$ cat src/rtl/core/mr_pkg.sv
// shared types, constants and base table for the miller-rabin prime test
package mr_pkg;

    localparam int NumWidthDef = 48;
    localparam int NumBasesDef = 7;
    localparam int SmallLimit  = 23;
    localparam int KWidth      = 6;
    localparam int IdxWidth    = 3;

    localparam logic [SmallLimit-1:0] SmallPrimeMask = 23'h0A28AC;

    typedef enum logic [2:0] {
        OP_NONE,
        OP_LOAD,
        OP_SPLIT,
        OP_BASE,
        OP_MUL_RB,
        OP_MUL_BB,
        OP_MUL_RR
    } t_op;

    typedef struct packed {
        t_op                 op;
        logic [IdxWidth-1:0] base_idx;
    } t_cmd;

    typedef struct packed {
        logic              lt_limit;
        logic              small_prime;
        logic              m_odd;
        logic              e_zero;
        logic              e_odd;
        logic              r_one;
        logic              r_nm1;
        logic              busy;
        logic [KWidth-1:0] k;
    } t_stat;

    function automatic logic [4:0] base_of(input logic [IdxWidth-1:0] idx);
        logic [4:0] b;
        case (idx)
            3'd0:    b = 5'd2;
            3'd1:    b = 5'd3;
            3'd2:    b = 5'd5;
            3'd3:    b = 5'd7;
            3'd4:    b = 5'd11;
            3'd5:    b = 5'd13;
            3'd6:    b = 5'd17;
            default: b = 5'd2;
        endcase
        return b;
    endfunction

endpackage

$ cat src/rtl/core/mr_ctrl.sv
// controller: sequences the split, the exponentiation and the squaring rounds per base
module mr_ctrl import mr_pkg::*; #(
    parameter int NUM_BASES = NumBasesDef
) (
    input  logic  i_clk,
    input  logic  i_rst_n,
    input  logic  i_valid,
    input  logic  i_out_free,
    input  t_stat i_stat,
    output t_cmd  o_cmd,
    output logic  o_busy,
    output logic  o_load,
    output logic  o_result
);

    typedef enum logic [3:0] {
        S_IDLE, S_SMALL, S_SPLIT, S_BASE, S_EXP, S_WRB, S_SQB, S_WBB,
        S_CHK, S_SQ, S_WSQ, S_SQC, S_FIN
    } t_state;

    t_state              r_state;
    logic [IdxWidth-1:0] r_idx;
    logic [KWidth-1:0]   r_i;
    logic                r_res;

    localparam logic [IdxWidth-1:0] LastIdx = IdxWidth'(NUM_BASES - 1);

    always_comb begin
        o_cmd.op       = OP_NONE;
        o_cmd.base_idx = r_idx;
        case (r_state)
            S_IDLE:  if (i_valid) o_cmd.op = OP_LOAD;
            S_SPLIT: if (!i_stat.m_odd) o_cmd.op = OP_SPLIT;
            S_BASE:  o_cmd.op = OP_BASE;
            S_EXP:   if (!i_stat.e_zero && i_stat.e_odd) o_cmd.op = OP_MUL_RB;
            S_SQB:   o_cmd.op = OP_MUL_BB;
            S_SQ:    if (r_i < i_stat.k) o_cmd.op = OP_MUL_RR;
            default: o_cmd.op = OP_NONE;
        endcase
    end

    assign o_busy   = r_state != S_IDLE;
    assign o_load   = (r_state == S_FIN) && i_out_free;
    assign o_result = r_res;

    always_ff @(posedge i_clk) begin
        if (!i_rst_n) begin
            r_state <= S_IDLE;
            r_idx   <= '0;
            r_i     <= '0;
            r_res   <= 1'b0;
        end else begin
            case (r_state)
                S_IDLE:  if (i_valid) r_state <= S_SMALL;
                S_SMALL: begin
                    if (i_stat.lt_limit) begin
                        r_res   <= i_stat.small_prime;
                        r_state <= S_FIN;
                    end else begin
                        r_state <= S_SPLIT;
                    end
                end
                S_SPLIT: begin
                    if (i_stat.m_odd) begin
                        r_idx   <= '0;
                        r_state <= S_BASE;
                    end
                end
                S_BASE:  r_state <= S_EXP;
                S_EXP: begin
                    if (i_stat.e_zero) begin
                        r_state <= S_CHK;
                    end else if (i_stat.e_odd) begin
                        r_state <= S_WRB;
                    end else begin
                        r_state <= S_SQB;
                    end
                end
                S_WRB:   if (!i_stat.busy) r_state <= S_SQB;
                S_SQB:   r_state <= S_WBB;
                S_WBB:   if (!i_stat.busy) r_state <= S_EXP;
                S_CHK: begin
                    if (i_stat.r_one || i_stat.r_nm1) begin
                        if (r_idx == LastIdx) begin
                            r_res   <= 1'b1;
                            r_state <= S_FIN;
                        end else begin
                            r_idx   <= r_idx + IdxWidth'(1);
                            r_state <= S_BASE;
                        end
                    end else begin
                        r_i     <= KWidth'(1);
                        r_state <= S_SQ;
                    end
                end
                S_SQ: begin
                    if (r_i < i_stat.k) begin
                        r_i     <= r_i + KWidth'(1);
                        r_state <= S_WSQ;
                    end else begin
                        r_res   <= 1'b0;
                        r_state <= S_FIN;
                    end
                end
                S_WSQ:   if (!i_stat.busy) r_state <= S_SQC;
                S_SQC: begin
                    if (i_stat.r_nm1) begin
                        if (r_idx == LastIdx) begin
                            r_res   <= 1'b1;
                            r_state <= S_FIN;
                        end else begin
                            r_idx   <= r_idx + IdxWidth'(1);
                            r_state <= S_BASE;
                        end
                    end else if (i_stat.r_one) begin
                        r_res   <= 1'b0;
                        r_state <= S_FIN;
                    end else begin
                        r_state <= S_SQ;
                    end
                end
                S_FIN:   if (i_out_free) r_state <= S_IDLE;
                default: r_state <= S_IDLE;
            endcase
        end
    end

endmodule

$ cat config.mk
export PLATFORM = sky130hd
export DESIGN_NAME = mr_ctrl
export DESIGN_NICKNAME = d
export VERILOG_FILES = /design/src/rtl/core/mr_pkg.sv /design/src/rtl/core/mr_ctrl.sv
export SDC_FILE = /design/constraint.sdc
export NUM_CORES = 1
export LEC_CHECK = 0
export BUFFER_PORTS_ARGS = -buffer_cell sky130_fd_sc_hd__clkbuf_2
export CAP_MARGIN = 20
export CORE_ASPECT_RATIO = 1.2
export CORE_MARGIN = 1.5
export CORE_UTILIZATION = 52
export DETAILED_ROUTE_END_ITERATION = 12
export PLACE_DENSITY = 0.8
export SKIP_LAST_GASP = 1
export SYNTH_ARGS = -nofsm -noshare
export SYNTH_HDL_FRONTEND = slang
export SYNTH_SLANG_ARGS = --single-unit
$ cat constraint.sdc
create_clock -name i_clk -period 2 [get_ports i_clk]
set_input_delay 0.3 -clock i_clk [delete_from_list [all_inputs] [get_ports i_clk]]
set_output_delay 0.3 -clock i_clk [all_outputs]
set_load 0.05 [all_outputs]
**After elaboration in Yosys (flattened, before gate mapping)**

Cells that the tools add are included.
W data, S select, Z words.

- Bits in registers: 14
- Logic and storage cells: 81
- Memory bits (writable): 0
- Input port bits: 18
- Bits in latches: 0
- Memories kept: 0
- Memory bits (read-only): 0

- Equality and inequality tests: 26
- Bitwise logic cells: 0
- Shift operators: 0
- Muxes and demuxes: 35
- $lt $le $gt $ge: 1
- Div/mod/pow operators: 0
- Multiply operators: 0
- $add $sub $neg: 2
- Reductions and logical operators: 13

Operators with widths:

| operator | number |
|---|---|
| $pmux W4 S13 | 1 |
| $mux W4 | 11 |
| $mux W3 | 8 |
| $ne A2 B2 Y1 const B | 12 |
| $eq A4 B4 Y1 const B | 5 |
| $pmux W3 S6 | 1 |
| $eq A4 B3 Y1 const B | 4 |
| $mux W6 | 2 |
| $pmux W6 S2 | 1 |
| $pmux W3 S3 | 1 |
| $eq A4 B2 Y1 const B | 2 |
| $reduce_bool A4 Y1 | 2 |
| $mux W1 | 7 |
| $add A6 B1 Y6 const B | 1 |
| $lt A6 B6 Y1 | 1 |
| $reduce_and A6 Y1 | 1 |
| $reduce_and A5 Y1 | 1 |
| $eq A4 B1 Y1 const B | 1 |
| $logic_not A4 Y1 | 1 |
| $mux W2 | 2 |
| $pmux W1 S4 | 1 |
| $reduce_and A4 Y1 | 1 |
| $add A3 B1 Y3 const B | 1 |
| $eq A3 B3 Y1 const B | 1 |
| other kinds (7) | 8 |

**Logic depth before layout (Yosys ltp)**

Gate-level depths: netlist of run 1.

- Depth in word-level cells: 4
- Mapped depth: 7
- Mapped depth without buffers: 7

**Worst setup path after synthesis of run 1**

No wires, ideal clock.

- Kind: register -> output
- Start: register r_state[1]
- End: output o_cmd[3] in the netlist's numbering
- Path buffers: 2
- Data arrival time: 2.155 ns
- Setup slack: -0.455 ns
- Cell stages (with the launch flop): 5
- Cell sequence: dfxtp_1 buf_2 clkbuf_1 a21oi_1 a221oi_1

RTL lines:

| item | line | source |
|---|---|---|
| start: declaration | mr_ctrl.sv:21 | `t_state r_state;` |
| start signal: assignment | mr_ctrl.sv:48 | `r_state <= S_IDLE;` |
| start signal: assignment | mr_ctrl.sv:54 | `S_IDLE: if (i_valid) r_state <= S_SMALL;` |
| start signal: assignment | mr_ctrl.sv:58 | `r_state <= S_FIN;` |
| end: declaration | mr_ctrl.sv:10 | `output t_cmd o_cmd,` |

==> results of run 1 <==
[cell type report]
type,instances,area [µm²]
multi-input cells,139,978
fillers,203,673
flip-flops and latches,14,290
repair buffers,39,251
well taps,31,38.8
inverters,10,37.5
clock buffers,4,36.3
[synth_stat cells (all sizes together) (3+ instances only)]
| library cell | count |
|---|---|
| a21oi | 18 |
| and3 | 4 |
| buf | 6 |
| dfxtp | 14 |
| ha | 8 |
| inv | 10 |
| nand2 | 17 |
| nand2b | 5 |
| nand3 | 7 |
| nand4 | 3 |
| nor2 | 12 |
| nor2b | 4 |
| nor3 | 4 |
| o21a | 4 |
| o21ai | 12 |
| o22ai | 3 |
[worst max-delay path: stages, from the launching register on]
cell and delay (ns):
dfxtp_2 0.35, ha_4 0.27, nand4_1 0.14, o221ai_2 0.22, o21ai_1 0.08, a31o_2 0.26
buf_12 0.15
[timing repair]
| action | CTS | global route |
|---|---|---|
| pin swaps | 4 | 5 |
| gates resized for setup | 12 | 9 |
| setup endpoints to repair | 3 | 9 |
| buffers inserted | 1 | 1 |
| endpoints found under the hold margin | 0 | 0 |
[layer usage]
metal / GRT usage, % / vias up
met5: 0 / -
met4: 12.4 / 0
met3: 3.48 / 10
met2: 47.6 / 58
met1: 35.6 / 688
li1: - / 705
[cell families (layout without fill, tap and decap cells)]
logic type               after synthesis  count (layout)  synth area share (%)
multiplexers                           2               2                  1.56
adder cells (fa/ha/maj)                9               9                  8.60
flip-flops                            14              14                  21.9
XOR/XNOR                               2               2                  1.37
buffers and inverters                 18              53                  6.16
AND/OR/NAND/NOR                       68              68                  29.0
AO/OA/AOI/OAI                         58              58                  31.4
[state kept, by name, summed over array words and instances, names as in the netlist]
| signal | flops |
|---|---|
| o_result | 1 |
| r_i | 6 |
| r_state | 4 |
| r_idx | 3 |
[power by group]
part           internal, µW  total, µW  switching (µW)
clock network           111        207            96.1
logic                   418       1100             678
registers               325        410            85.2
[final timing paths]
path / from / to / slack, ns / cells past startpoint
min reg2reg: r_i[5]$_SDFFE_PN0P_ / r_i[5]$_SDFFE_PN0P_ / 0.50 / 2
max: r_i[3]$_SDFFE_PN0P_ / o_cmd[4] / -0.06 / 6
max reg2reg: r_i[3]$_SDFFE_PN0P_ / r_i[5]$_SDFFE_PN0P_ / 0.08 / 7
min: i_rst_n / r_i[0]$_SDFFE_PN0P_ / 0.32 / 2
[per-stage QoR]
| step | area [µm²] | total power [µW] | setup WS, ns | std cells | utilization [%] |
|---|---|---|---|---|---|
| global route | 1630 | 1820 | -0.137 | 237 | 70.8 |
| global placement | 1510 | 1450 | 0.0288 | 231 | 65.5 |
| finish | 1630 | 1710 | -0.0609 | 237 | 70.8 |
| CTS | 1600 | 1680 | -0.0902 | 236 | 69.5 |
| floorplan | 1290 | 1170 | 0.0115 | 171 | - |
| detailed placement | 1510 | 1460 | -0.0135 | 231 | 65.5 |
==> summary.md, run 1 <==
| Metric | Value |
|---|---|
| Outcome | complete, but fails checks |
| Failing checks | negative setup slack |
| Setup Skew | 0.00567 ns |
| Gr usage total | 28.7% |
| Pre-Repair DR Iteration Count | 4 |
| Final worst slack | -0.0609 ns |
| Pwr per Cell Area | 1050 nW/µm² |
| DRC violations left | 0 |
| Antenna viol nets, final | 0 |
| Via count | between 1000 and 1500 |
| Slew HR | between 70% and 80% |
| Share of flip-flops with an asynchronous set or reset | 0% |
| Net Count, Synth | 197 |
| # setup viols final | 1 |
| Mapped Cells | between 150 and 200 |
| Final Routed Wirelength | 3730 µm |
| Synthesized area | ~1300 µm² |
| Die ar. | roughly 2800 µm² |
| Initial core utilization | between 50% and 60% |
| Fin crit period | approximately 2.1 ns |
| Ys Warns | 0 |
| Via count of the first global-routing pass | approximately 1400 |
| First-pass GRT wire length | 5900 µm |
| Layout net count | 233 |
| Clk buf depth | 2 |
| Clock Tree Root | clkbuf_4 |
| Primary FF master, synth | dfxtp_1 |
| Initial antenna violation count | 0 |
| Wirelength per Cell | approximately 16 µm |
| Leak | between 0.0006 and 0.0007 µW |
| CTS tree | yes |
| Met3 WL post-DR | 146 µm |
| # hold bufs at CTS | 0 |
| Dpl hpwl | about 2900 µm |
| Rows | 19 |
| EDFF count, synth | 0 |
| Synth top area share | between 20% and 30% |
| Final Max Tran Viols | 0 |
| Crit Path Max Fanout | 2 |
| CTS Buf Count | 3 |
| Hold WC Path Type | input port to flop |
| Required @ worst endpoint | 1.70 ns |
| CP arrival | ~1.8 ns |
| Post-DR vias/cell | slightly above 6 |
| Top Layer Used | met4 |
| Pin count of the biggest net entering global routing | 19 |
| I/O Buffers | 26 |
| CORE AREA | around 2300 µm² |
| GP Congestion | approximately 0.94 |
| Sink Count | 14 |
| Register clock-pin slew on the reported worst setup and hold paths | about 0.090 ns |
| Worst Tran Pin Value | slightly below 0.4 ns |
| Critical Path Sink Type | primary output |
| Peak VDD IR | 0.00103 V |
| FMAX | around 0.49 GHz |
| Most common cell after layout, fill and taps aside | clkbuf_2 |
| Synth top area cells | dfxtp_1, ha_1, a21oi_1 |
| Ant diodes | 0 |
| DR iter-0 viols | 27 |
| Setup crit start kind | flop |
| Share of layout cells above drive strength 1 | 31.1% |
| Number of synthesized register bits | 14 |
| Num ports | 27 |
| Post-synthesis sequential area ratio | a little over a fifth |
| Later-pin clock latency in the skew report | 0.29 ns |
| Mapped Avg Cell Area | roughly 7.5 µm² |
| Hold Slack | about 0.32 ns |
| Commonest non-fill, non-tap cells in the layout | clkbuf_2, nand2_1, a21oi_1 |
| Netlist cell types | between 40 and 50 |
| Setup_tns | -0.0609 ns |
| Die Wd | around 48 µm |
| RSZ-0062 raised after global routing | true |
| Synth area leader | dfxtp_1 |
| Setup CP Type | flop to primary output |
| Max_cap viols | 0 |
| Grt ovf | 0 |
| CTS HTree Levels | 1 |
| Final hold violations | 0 |
| Layout area overhead | 27.6% |
| WL met1 | 1490 µm |
| Die height | between 50 and 60 µm |
| Period utilization | 103% |
| Met2 Routed Length | approximately 2000 µm |
Note: power is estimated with default switching activity, not from simulation.
==> inputs of run 2 (changes only) <==
==> constraint.sdc (replaced) <==
create_clock -name i_clk -period 2.2 [get_ports i_clk]
set_input_delay 0.33 -clock i_clk [delete_from_list [all_inputs] [get_ports i_clk]]
set_output_delay 0.33 -clock i_clk [all_outputs]
set_load 0.05 [all_outputs]
==> summary.md, run 2 (synthesis results as in run 1) <==
| Metric | Value |
|---|---|
| Outcome | finished, final reports clean |
| Clock Tree Root | clkbuf_4 |
| Gr usage total | 30.0% (+1.3 points) |
| Register clock-pin slew on the reported worst setup and hold paths | 0.09 ns (about the same) |
| Layout net count | 233 (unchanged) |
| Rows | 19 (unchanged) |
| # fillers | 198 (-2.5%) |
| DR iter-0 viols | 38 (+41%) |
| Cell count along the critical path | 6 (unchanged) |
| Power, Total | 1520 µW (-11%) |
| Dpl hpwl | 2850 µm (-1.7%) |
| Die height | 57.4 µm (unchanged) |
| Biggest regs | r_i: 6 flops, r_state: 4 flops, r_idx: 3 flops |
| Crit Reg-Reg Endpoint | r_i[5]$_SDFFE_PN0P_ |
| Pin count of the biggest net entering global routing | 14 (-5) |
| Initial core utilization | 55.5% (unchanged) |
| Final worst slack | 0.0338 ns (+0.0948 ns) |
| I/O Buffers | 26 (unchanged) |
| Hold path start | i_stat[6] |
| GP Congestion | 0.904 (-4.1%) |
| RSZ-0062 raised after global routing | true |
| Ant diodes | 0 (unchanged) |
| CP arrival | 1.84 ns (+0.08 ns) |
| Largest register FFs | 6 (unchanged) |
| Max_cap viols | 0 (unchanged) |
| Layout area overhead | 25.2% |
| Slowest cell on the critical path | dfxtp_1 |
| Later-pin clock latency in the skew report | 0.27 ns (-0.02 ns) |
| Final Routed Wirelength | 3630 µm (-2.8%) |
| Period utilization | a little over nine tenths |
| Worst hold endpoint | r_state[0]$_SDFFE_PN0P_ |
| Initial antenna violation count | 0 (unchanged) |
| Final Max Tran Viols | 0 (unchanged) |
| Worst reg2reg setup slack | 0.14 ns (+0.06 ns) |
| FMAX | 0.462 GHz |
| CTS tree | yes |
| Fin crit period | 2.17 ns |
| Hold depth | 3 (+1) |
| CTS Buf Count | 3 (unchanged) |
| Buffers and inverters on the worst path | 1 (unchanged) |
| First-pass GRT wire length | 6130 µm (+4.0%) |
| Most common cell after layout, fill and taps aside | clkbuf_2 |
| Die ar. | 2770 µm² (unchanged) |
| # hold bufs at CTS | 0 (unchanged) |
| Pre-CTS WS | 0.0253 ns (+0.0388 ns) |
| CORE AREA | 2310 µm² (unchanged) |
| Crit Path Max Fanout | 3 (+1) |
| Commonest non-fill, non-tap cells in the layout | clkbuf_2, nand2_1, a21oi_1 |
| Worst-path cell chain | ha_4, nand4_1, o221ai_2, o21ai_0, a31o_2, clkbuf_8 |
| Reg2Reg Launch Point | r_state[0]$_SDFFE_PN0P_ |
| Num ports | 27 (unchanged) |
| Share of layout cells above drive strength 1 | 28.6% (-2.4 points) |
| Via count | 1446 (-1.0%) |
| Slew HR | 69.0% (-4.6 points) |
| Post-DR vias/cell | 6.10 (-1.0%) |
| Setup CP Type | flop to primary output |
| Final hold violations | 0 (unchanged) |
| Setup_tns | 0 ns (+0.0609 ns) |
| R2R depth | 6 (-1) |
| Pwr per Cell Area | 949 nW/µm² (-9.6%) |
| # setup viols final | 0 (-1) |
| CP max stage delay | 0.36 ns (about the same) |
| Pre-Repair DR Iteration Count | 4 (unchanged) |
| DRC violations left | 0 (unchanged) |
| Critical Path Sink Type | primary output |
| Register area | 283 µm² (-2.6%) |
| Peak VDD IR | 0.000842 V (-18%) |
| Sink Count | 14 (unchanged) |
| Via count of the first global-routing pass | 1415 (+2.5%) |
| Clk buf depth | 2 (unchanged) |
| CP delay by family, top | compound AO/OA/AOI/OAI gates |
| CTS HTree Levels | 1 (unchanged) |
| Grt ovf | 0 (unchanged) |
| Wirelength per Cell | 15.3 µm (-2.8%) |
| Required @ worst endpoint | 1.87 ns (+0.17 ns) |
| Setup Skew | 0.00327 ns (-0.00240 ns) |
| Die Wd | 48.3 µm (unchanged) |
| Setup crit start kind | flop |
| Leak | 0.000687 µW (-0.36%) |
| Antenna viol nets, final | 0 (unchanged) |
| Biggest register | r_i |
| Multi-input gate area | 971 µm² (-0.77%) |
| Hold WC Path Type | input port to flop |
| Worst Tran Pin Value | 0.465 ns (+0.0694 ns) |
[run 2: final cells by class]
class	instances	share of cell area, %
multi-input cells	139	60.6
flip-flops and latches	14	17.6
repair buffers	39	14.8
well taps	31	2.42
inverters	10	2.34
clock buffers	4	2.26
[run 2: timing repair]
| action | CTS | global route |
|---|---|---|
| endpoints found under the setup margin | 1 | 4 |
| pin swaps | 1 | 3 |
| buffers inserted | 1 | 3 |
| gates resized for setup | 9 | 3 |
[run 2: layer usage]
metal,vias to the layer above,GRT usage (%),wire length (µm)
li1,702,-,-
met1,671,37.1,1500
met2,64,52.6,1900
met3,9,1.90,147
met4,0,9.27,84
met5,-,0,0
[run 2: where the power goes]
group	switching (µW)	leakage [µW]	internal, µW
Clock	84.1	0.0000210	100
Sequential	89.4	0.000114	290
Combinational	596	0.000551	361
[run 2: worst register-to-register path, stage by stage, from the launching register on]
cell and delay, ns:
dfxtp_1 0.57, and4bb_1 0.32, o211a_4 0.21, o21ai_4 0.09
buf_4 0.15, or4_1 0.49, a21oi_1 0.17
[run 2: worst max-delay path by stage]
stage                                  startpoint  endpoint  slack (ns)
after floorplan           r_state[1]$_SDFFE_PN0P_  o_cmd[3]        0.18
after global placement                  i_stat[5]  o_cmd[4]        0.12
after detailed placement                i_stat[5]  o_cmd[4]        0.03
after CTS                     r_i[5]$_SDFFE_PN0P_  o_cmd[4]       0.003
after global routing          r_i[5]$_SDFFE_PN0P_  o_cmd[4]       -0.05
final                         r_i[5]$_SDFFE_PN0P_  o_cmd[4]        0.03
[run 2: through the flow]
step	instances	instance area (µm²)	hold WS (ns)	util, %
5_1_grt	237	1600	0.356	69.5
3_3_place_gp	229	1480	0.488	64.2
6_report	237	1600	0.360	69.5
3_5_place_dp	229	1480	0.513	64.2
4_1_cts	234	1580	0.348	68.3
2_1_floorplan	171	1290	0.456	-
==> inputs of run 3 (changes only) <==
--- a/config.mk
+++ b/config.mk
@@ -12,6 +12,7 @@
 export CORE_UTILIZATION = 52
 export DETAILED_ROUTE_END_ITERATION = 12
 export PLACE_DENSITY = 0.8
+export RECOVER_POWER = 25
 export SKIP_LAST_GASP = 1
 export SYNTH_ARGS = -nofsm -noshare
 export SYNTH_HDL_FRONTEND = slang
==> summary.md, run 3 (synthesis results as in run 1) <==
| Metric | Value |
|---|---|
| Setup Skew | 0.00252 ns (-0.000744 ns) |
| Critical Path Sink Type | primary output |
| Via count | 1421 (-1.7%) |
| Final hold violations | 0 (unchanged) |
| Layout net count | 233 (unchanged) |
| RSZ-0062 raised after global routing | true |
| Grt ovf | 0 (unchanged) |
| Share of layout cells above drive strength 1 | 26.7% (-1.9 points) |
| Sink Count | 14 (unchanged) |
| Antenna viol nets, final | 0 (unchanged) |
| CTS tree | yes |
| CORE AREA | 2310 µm² (unchanged) |
| Setup crit start kind | flop |
| Initial core utilization | 55.5% (unchanged) |
| Clock Tree Root | clkbuf_4 |
| Initial antenna violation count | 0 (unchanged) |
| Via count of the first global-routing pass | 1415 (unchanged) |
| Worst Tran Pin Value | 0.590 ns (+0.125 ns) |
| CP arrival | 1.84 ns (about the same) |
| GP Congestion | 0.904 (unchanged) |
| Biggest register | r_i |
| Outcome | finished, final reports clean |
| Dpl cells | 229 (unchanged) |
| Largest register FFs | 6 (unchanged) |
| Commonest non-fill, non-tap cells in the layout | clkbuf_2, nand2_1, a21oi_1 |
| Die ar. | 2770 µm² (unchanged) |
| CTS HTree Levels | 1 (unchanged) |
| # setup viols final | 0 (unchanged) |
| Pin count of the biggest net entering global routing | 14 (unchanged) |
| Pre-Repair DR Iteration Count | 4 (unchanged) |
| FMAX | 0.462 GHz (about the same) |
| Fin cells | 237 (unchanged) |
| I/O Buffers | 26 (unchanged) |
| Crit Path Max Fanout | 3 (unchanged) |
| Post-DR vias/cell | 6.00 (-1.7%) |
| GRT Max-Usage Layer | met2 |
| Pwr per Cell Area | 952 nW/µm² (+0.32%) |
| Fin crit period | 2.17 ns (-0.000985 ns) |
| Hold WC Path Type | input port to flop |
| DR iter-0 viols | 41 (+7.9%) |
| Later-pin clock latency in the skew report | 0.27 ns (about the same) |
| Final Routed Wirelength | 3650 µm (+0.47%) |
| DRC violations left | 0 (unchanged) |
| Post-route design area | 1600 µm² (-0.31%) |
| Required @ worst endpoint | 1.87 ns (about the same) |
| Peak VDD IR | 0.000845 V (+0.26%) |
| Gr usage total | 30.0% (unchanged) |
| Dpl hpwl | 2850 µm (unchanged) |
| Rows | 19 (unchanged) |
| Layout area overhead | 24.8% |
| Clk buf depth | 2 (unchanged) |
| Num ports | 27 (unchanged) |
| Slew HR | 60.8% (-8.2 points) |
| Ant diodes | 0 (unchanged) |
| Setup_tns | 0 ns (unchanged) |
| Grt met1 use | 37.1% (unchanged) |
| Die Wd | 48.3 µm (unchanged) |
| Met3 GRT Util | 1.90% (unchanged) |
| Routing usage on met2 | 52.6% (unchanged) |
| Placed cell areas | 1480 µm² (unchanged) |
| Max_cap viols | 0 (unchanged) |
| Biggest regs | r_i: 6 flops, r_state: 4 flops, r_idx: 3 flops |
| Finished Core Util | 69.3% (-0.22 points) |
| First-pass GRT wire length | 6130 µm (unchanged) |
| Most common cell after layout, fill and taps aside | clkbuf_2 |
| Setup CP Type | flop to primary output |
| Wirelength per Cell | 15.4 µm (+0.47%) |
| Die height | 57.4 µm (unchanged) |
| Final Max Tran Viols | 0 (unchanged) |
| Period utilization | 98.4% (about the same) |
| Register clock-pin slew on the reported worst setup and hold paths | 0.09 ns (about the same) |
| Leak | 0.000673 µW (-2.0%) |
| CTS Buf Count | 3 (unchanged) |
## run 3: cell counts in the layout (fill, tap and decap cells not counted)
Identical to the previous run, type by type.
## run 3: power breakdown
part	internal, µW	leakage [µW]	switching, µW
sequential	290	0.000114	90.1
combinational	359	0.000537	598
clock	100	0.0000210	83.7
total	749	0.000673	771
## run 3: repair_timing
action,4_1_cts,5_1_grt
hold buffers,0,0
buffers inserted,1,3
endpoints found under the setup margin,1,4
pin swaps,1,3
resized for setup,9,3
endpoints found under the hold margin,0,0
## run 3: path summary, 6_finish.rpt
| path | startpoint | end | slack (ns) | cells after the start |
|---|---|---|---|---|
| min reg2reg | r_i[1]$_SDFFE_PN0P_ | r_i[1]$_SDFFE_PN0P_ | 0.53 | 2 |
| max | r_i[5]$_SDFFE_PN0P_ | o_cmd[4] | 0.03 | 6 |
| min | i_stat[6] | r_state[0]$_SDFFE_PN0P_ | 0.36 | 3 |
| max reg2reg | r_state[0]$_SDFFE_PN0P_ | r_i[5]$_SDFFE_PN0P_ | 0.12 | 6 |
## run 3: routing by layer
metal / vias to the layer above / wire [µm]
met5: - / 0
met4: 0 / 55
met3: 4 / 117
met2: 47 / 1920
met1: 669 / 1550
li1: 701 / -
## run 3: critical path, stage by stage, from the launching register on
cell	delay [ns]
dfxtp_1	0.36
ha_4	0.30
nand4_1	0.13
o221ai_2	0.21
o21ai_0	0.12
a31o_2	0.26
clkbuf_8	0.17
## run 3: final cells by class
type	count	area [µm²]
clock buffers	4	36.3
fillers	200	708
inverters	10	37.5
multi-input cells	139	971
flip-flops and latches	14	283
well taps	31	38.8
repair buffers	39	231
## run 3: metrics by stage
stage | hold slack [ns] | total power, µW | worst slack (ns)
6_report | 0.360 | 1520 | 0.0348
5_1_grt | 0.356 | 1630 | -0.0517
4_1_cts | 0.348 | 1500 | 0.00318
3_5_place_dp | 0.513 | 1300 | 0.0253
3_3_place_gp | 0.488 | 1280 | 0.121
2_1_floorplan | 0.456 | 1060 | 0.182
